$ cat src/rtl/core/v3mu_pkg.sv
// shared constants, types and rounding helper for the vector3 math unit
// no dependencies; imported by every module of the unit
`default_nettype none

package v3mu_pkg;

    localparam int COMP_WIDTH = 32;
    localparam int FRAC_BITS  = 16;
    localparam int MAT_W      = 32;
    localparam int CFG_W      = 64;
    localparam int NUM_CFG    = 6;
    localparam int CFG_IDX_W  = 3;

    localparam int OPND_W     = (COMP_WIDTH > MAT_W) ? COMP_WIDTH : MAT_W;
    localparam int PROD_W     = 2 * OPND_W;
    localparam int SUM_W      = PROD_W + 3;
    localparam int RAD_W      = 2 * COMP_WIDTH;
    localparam int ROOT_W     = COMP_WIDTH;
    localparam int NUM_W      = COMP_WIDTH + FRAC_BITS;
    localparam int SQRT_STG   = ROOT_W;
    localparam int DIV_STG    = NUM_W;
    localparam int RES_TAP    = 3;
    localparam int LEN_TAP    = 2 + SQRT_STG;
    localparam int SIDE_DEPTH = 2 + SQRT_STG + DIV_STG;

    localparam logic [2:0] OP_DOT   = 3'd0;
    localparam logic [2:0] OP_CROSS = 3'd1;
    localparam logic [2:0] OP_LEN   = 3'd2;
    localparam logic [2:0] OP_NORM  = 3'd3;
    localparam logic [2:0] OP_AFF   = 3'd4;

    localparam logic [1:0] ST_OK   = 2'd0;
    localparam logic [1:0] ST_OVF  = 2'd1;
    localparam logic [1:0] ST_ZERO = 2'd2;

    typedef logic signed [COMP_WIDTH-1:0] t_comp;

    localparam t_comp COMP_MAX = {1'b0, {(COMP_WIDTH-1){1'b1}}};
    localparam t_comp COMP_MIN = {1'b1, {(COMP_WIDTH-1){1'b0}}};

    localparam logic signed [SUM_W-1:0] ROUND_HALF =
        {{(SUM_W-FRAC_BITS){1'b0}}, 1'b1, {(FRAC_BITS-1){1'b0}}};

    typedef struct packed {
        logic signed [OPND_W-1:0] a0;
        logic signed [OPND_W-1:0] b0;
        logic signed [OPND_W-1:0] a1;
        logic signed [OPND_W-1:0] b1;
        logic signed [OPND_W-1:0] a2;
        logic signed [OPND_W-1:0] b2;
        logic                     neg1;
        logic signed [MAT_W-1:0]  bias;
    } t_lane_in;

    typedef struct packed {
        logic  ovf;
        t_comp val;
    } t_sat;

    typedef struct packed {
        logic              vld;
        logic [2:0]        op;
        t_comp [2:0]       a;
        t_comp [2:0]       res;
        logic [2:0]        ovf;
        logic [ROOT_W-1:0] len;
    } t_side;

    // round half up to FRAC_BITS then clamp to the component range
    function automatic t_sat round_sat(input logic signed [SUM_W-1:0] s);
        logic signed [SUM_W-1:0]      t;
        logic [SUM_W-COMP_WIDTH:0]    hi;
        t_sat                         r;
        t     = (s + ROUND_HALF) >>> FRAC_BITS;
        hi    = t[SUM_W-1:COMP_WIDTH-1];
        r.ovf = !((&hi) || !(|hi));
        r.val = r.ovf ? (t[SUM_W-1] ? COMP_MIN : COMP_MAX) : t[COMP_WIDTH-1:0];
        return r;
    endfunction

endpackage

`default_nettype wire

$ cat src/rtl/core/v3mu_isqrt.sv
// pipelined integer square root, one result bit per stage
// depends on v3mu_pkg
`default_nettype none

module v3mu_isqrt
    import v3mu_pkg::*;
(
    input  wire logic              i_clk,
    input  wire logic              i_en,
    input  wire logic [RAD_W-1:0]  i_rad,
    output logic [ROOT_W-1:0]      o_root
);

    localparam int REM_W = ROOT_W + 4;

    logic [REM_W-1:0]  r_rem  [SQRT_STG];
    logic [ROOT_W-1:0] r_root [SQRT_STG];
    logic [RAD_W-1:0]  r_rad  [SQRT_STG];

    for (genvar s = 0; s < SQRT_STG; s++) begin : g_stg
        logic [REM_W-1:0]  w_rem_in;
        logic [ROOT_W-1:0] w_root_in;
        logic [RAD_W-1:0]  w_rad_in;
        logic [REM_W-1:0]  w_cat;
        logic [REM_W-1:0]  w_trial;
        logic              w_ge;

        if (s == 0) begin : g_first
            assign w_rem_in  = '0;
            assign w_root_in = '0;
            assign w_rad_in  = i_rad;
        end else begin : g_next
            assign w_rem_in  = r_rem[s-1];
            assign w_root_in = r_root[s-1];
            assign w_rad_in  = r_rad[s-1];
        end

        // bring down the next two radicand bits and try root*4+1
        assign w_cat   = {w_rem_in[REM_W-3:0], w_rad_in[RAD_W-1 -: 2]};
        assign w_trial = REM_W'({w_root_in, 2'b01});
        assign w_ge    = (w_cat >= w_trial);

        always_ff @(posedge i_clk) begin
            if (i_en) begin
                r_rem[s]  <= w_ge ? (w_cat - w_trial) : w_cat;
                r_root[s] <= {w_root_in[ROOT_W-2:0], w_ge};
                r_rad[s]  <= {w_rad_in[RAD_W-3:0], 2'b00};
            end
        end
    end

    assign o_root = r_root[SQRT_STG-1];

endmodule

`default_nettype wire

$ cat config.mk
export PLATFORM = sky130hd
export DESIGN_NAME = v3mu_isqrt
export DESIGN_NICKNAME = d
export VERILOG_FILES = /design/src/rtl/core/v3mu_pkg.sv /design/src/rtl/core/v3mu_isqrt.sv
export SDC_FILE = /design/constraint.sdc
export NUM_CORES = 2
export LEC_CHECK = 0
export ABC_CLOCK_PERIOD_IN_PS = 5120
export BUFFER_PORTS_ARGS = -buffer_cell sky130_fd_sc_hd__buf_2
export CORE_MARGIN = 2
export CORE_UTILIZATION = 50
export CTS_CLUSTER_DIAMETER = 200
export DETAILED_ROUTE_END_ITERATION = 8
export PLACE_DENSITY = 0.75
export SETUP_SLACK_MARGIN = 0.5
export SYNTH_ARGS = -nofsm -noshare
export SYNTH_HDL_FRONTEND = slang
export SYNTH_MEMORY_MAX_BITS = 65536
export SYNTH_SLANG_ARGS = --single-unit
$ cat constraint.sdc
create_clock -name i_clk -period 5.12 [get_ports i_clk]
set_clock_uncertainty 0.05 [all_clocks]
set_input_delay 0 -clock i_clk [delete_from_list [all_inputs] [get_ports i_clk]]
set_output_delay 0 -clock i_clk [all_outputs]
set_load 0.02 [all_outputs]
==> flow_summary.toml <==
[clocking]
clockBufferDepth = 4
clock_latency_ns = 0.95
cts_tree = "yes"
cts_setup_buffers = 0
htreeDepth = 5
cts_buffers = 288
cts-root-buf = "clkbuf_16"
cts_sinks = 2523
clk_pin_slew_ns = 0.06

[global_route]
grt_use_total = 0.197
grt_pass1_vias = 70867
grt_pass1_wl_um = 378000
grt_overflow = 0
grt_start_max_net_pins = 194
antenna_found_initial = 1

[setup_path]
worstSetupStartpointType = "register"
timing.rr.start = "r_rem[18][0]$_DFFE_PP_"
critPathLaunch = "r_rem[18][0]$_DFFE_PP_"
critPathArrivalTime_ns = 4.86
critical_path_required_ns = 5.70
crit_path_end_kind = "register"
crit_type = "reg2reg"
cp_max_fo = 27

[synth]
yosysWarningCount = 0
ys_types = 95
synth_edf_count = 2523
yosysMostFrequentCell = "edfxtp_1"
synth_top_area_cell = "edfxtp_1"
synthArstFlopShare = 0
avgSynthCellArea_um2 = 12.9
syn_inst = 9176
synth_flop_cell = "edfxtp_1"
syn_area_um2 = 118000
syn-num-nets = 9804
synth_top_area_frac = 0.643
synth-seq-area-share = 0.643
ys_ff_latch = 2523
synth_area_leaders = "edfxtp_1 64%, ha_1 6.0%, xor2_1 3.3%"
synth.top_cells.by_count = "2523 x edfxtp_1, 704 x inv_1, 645 x nand2_1"

[drt]
routed_wl_um = 238000
routedWlPerCell_um = 18.4
dr.first_iter.drc_count = 5481
num_vias = 72011
drc = 0
drt_first_pass_iters = 6
vias_per_cell = 5.57
ant_nets = 0

[placed_design]
gp_congestion = 0.919
hpwl_um = 168000
io_buffers = 97
dp_slack_ns = 0.937
placed_cells = 12310

[finish]
n_antenna_cell = 0
syn2layout_area_growth_pct = 12.5
nFillCells = 18621
drive_gt1_frac = 0.0721
fin_nets = 10208
fin_cells = 12925

[sta]
worst_slew_pin_slew_ns = 1.18
maxSlewViolCount = 0
worst_slew_margin_rel = 0.190
rsz0062_at_grt = "no"
setup-tns-final_ns = 0
whs_ns = 0.117
period_needed_ns = 4.28
fin_crit_sh = 0.836
setup_slack_ns = 0.838
hold_violations = 0
setup_viol = 0
max_clock_freq_mhz = 234

[floorplan]
row_count = 178
die_x_um = 490
fp.dieH_um = 490
fp.dieArea_um2 = 240000
core_area_um2 = 235000
pin_count = 98
start_util = 0.502

[pwr]
peakVddDrop_v = 0.000372
power_density_nw_per_um2 = 449
leakagePower_uw = 0.0507
power_uw = 59500

[min_path]
hold_class = "in2reg"
min_from = "i_en"

[outcome]
status = "complete, no violations"

[flow_run]
cap_viol_max_count = 0
[where the power goes]
part | switching [µW] | total (µW) | leakage, µW | internal (µW)
clock network | 7990 | 19600 | 0.00433 | 11600
logic | 6990 | 12000 | 0.0221 | 4990
registers | 1760 | 27900 | 0.0243 | 26200
[metrics by stage]
| step | instance area [µm²] | utilization |
|---|---|---|
| after floorplan | 118000 | - |
| after global placement | 122000 | 0.521 |
| after detailed placement | 122000 | 0.521 |
| after CTS | 133000 | 0.565 |
| after global routing | 133000 | 0.565 |
| final | 133000 | 0.565 |
[final cells by class]
class                   count  area (µm²)  share of cell area
clock buffers             335        7470              0.0563
clock inverters           150        1460              0.0110
inverters                 707        2650              0.0200
multi-input cells        5762       38900               0.293
flip-flops and latches   2523       75800               0.571
well taps                3150        3940              0.0297
repair buffers            298        2550              0.0192
[registers in the layout (all words and copies together) (netlist names)]
name and flops:
r_rem 1003, r_rad 992, r_root 528
[logic make-up after synthesis]
logic type      share of synthesized area
compound gates                     0.0992
mux                               0.00532
flops                               0.643
simple gates                        0.102
fa+ha+maj                          0.0596
xor+xnor                           0.0625
buf+inv                            0.0284
other cells                     0.0000318
[layer usage]
| layer | track usage | vias up | share of wire |
|---|---|---|---|
| met5 | 0 | - | 0 |
| met4 | 0.0693 | 0 | 0.034 |
| met3 | 0.0298 | 540 | 0.045 |
| met2 | 0.350 | 1853 | 0.51 |
| met1 | 0.244 | 34760 | 0.41 |
| li1 | - | 34858 | - |
[worst max-delay path, cell delays in order (launching register included)]
cell,delay (ns)
edfxtp_1,0.40
ha_1,0.38
nor2b_1,0.16
o21ai_0,0.16
nand2b_1,0.14
a311oi_1,0.78
o311ai_1,0.31
a41oi_2,0.84
buf_4,0.41
mux2_2,0.37
[final timing paths]
kind | to | slack (ns) | cells after the start
worst max-delay path | r_rem[19][13]$_DFFE_PP_ | 0.84 | 9
worst min-delay path | r_rad[0][30]$_DFFE_PP_ | 0.12 | 2
worst max register to register | r_rem[19][13]$_DFFE_PP_ | 0.84 | 9
worst min register to register | r_rad[5][32]$_DFFE_PP_ | 0.33 | 0
[what timing repair did]
item                                    in CTS  in global routing
endpoints found under the setup margin       0                  0
hold buffers                               130                  0
resized for setup                            0                  0
endpoints found under the hold margin      812                  0
[cells in the final DEF, fill, tap and decap left out, drive strengths merged, types with 34 or more instances in the layout]
cell type    synthesis  final
edfxtp            2523   2523
inv                704    718
nand2              645    645
ha                 562    562
a21oi              557    557
nor2               555    555
o21ai              477    477
xor2               442    442
xnor2              399    399
clkbuf             164    335
a21o               252    252
nor3               250    250
buf                 20    168
nand3              165    165
dlygate4sd3          0    130
nor4               125    125
or3                109    109
nand2b             108    108
o21a               102    102
clkinv               3     95
nand4               93     93
nor2b               80     80
or4                 69     69
o31ai               59     59
a31oi               56     56
mux2                53     53
and3                49     49
o21bai              49     49
or2                 48     48
a211oi              42     42
and2                38     38
o211ai              34     34
Power figures use the tool's default switching activity.
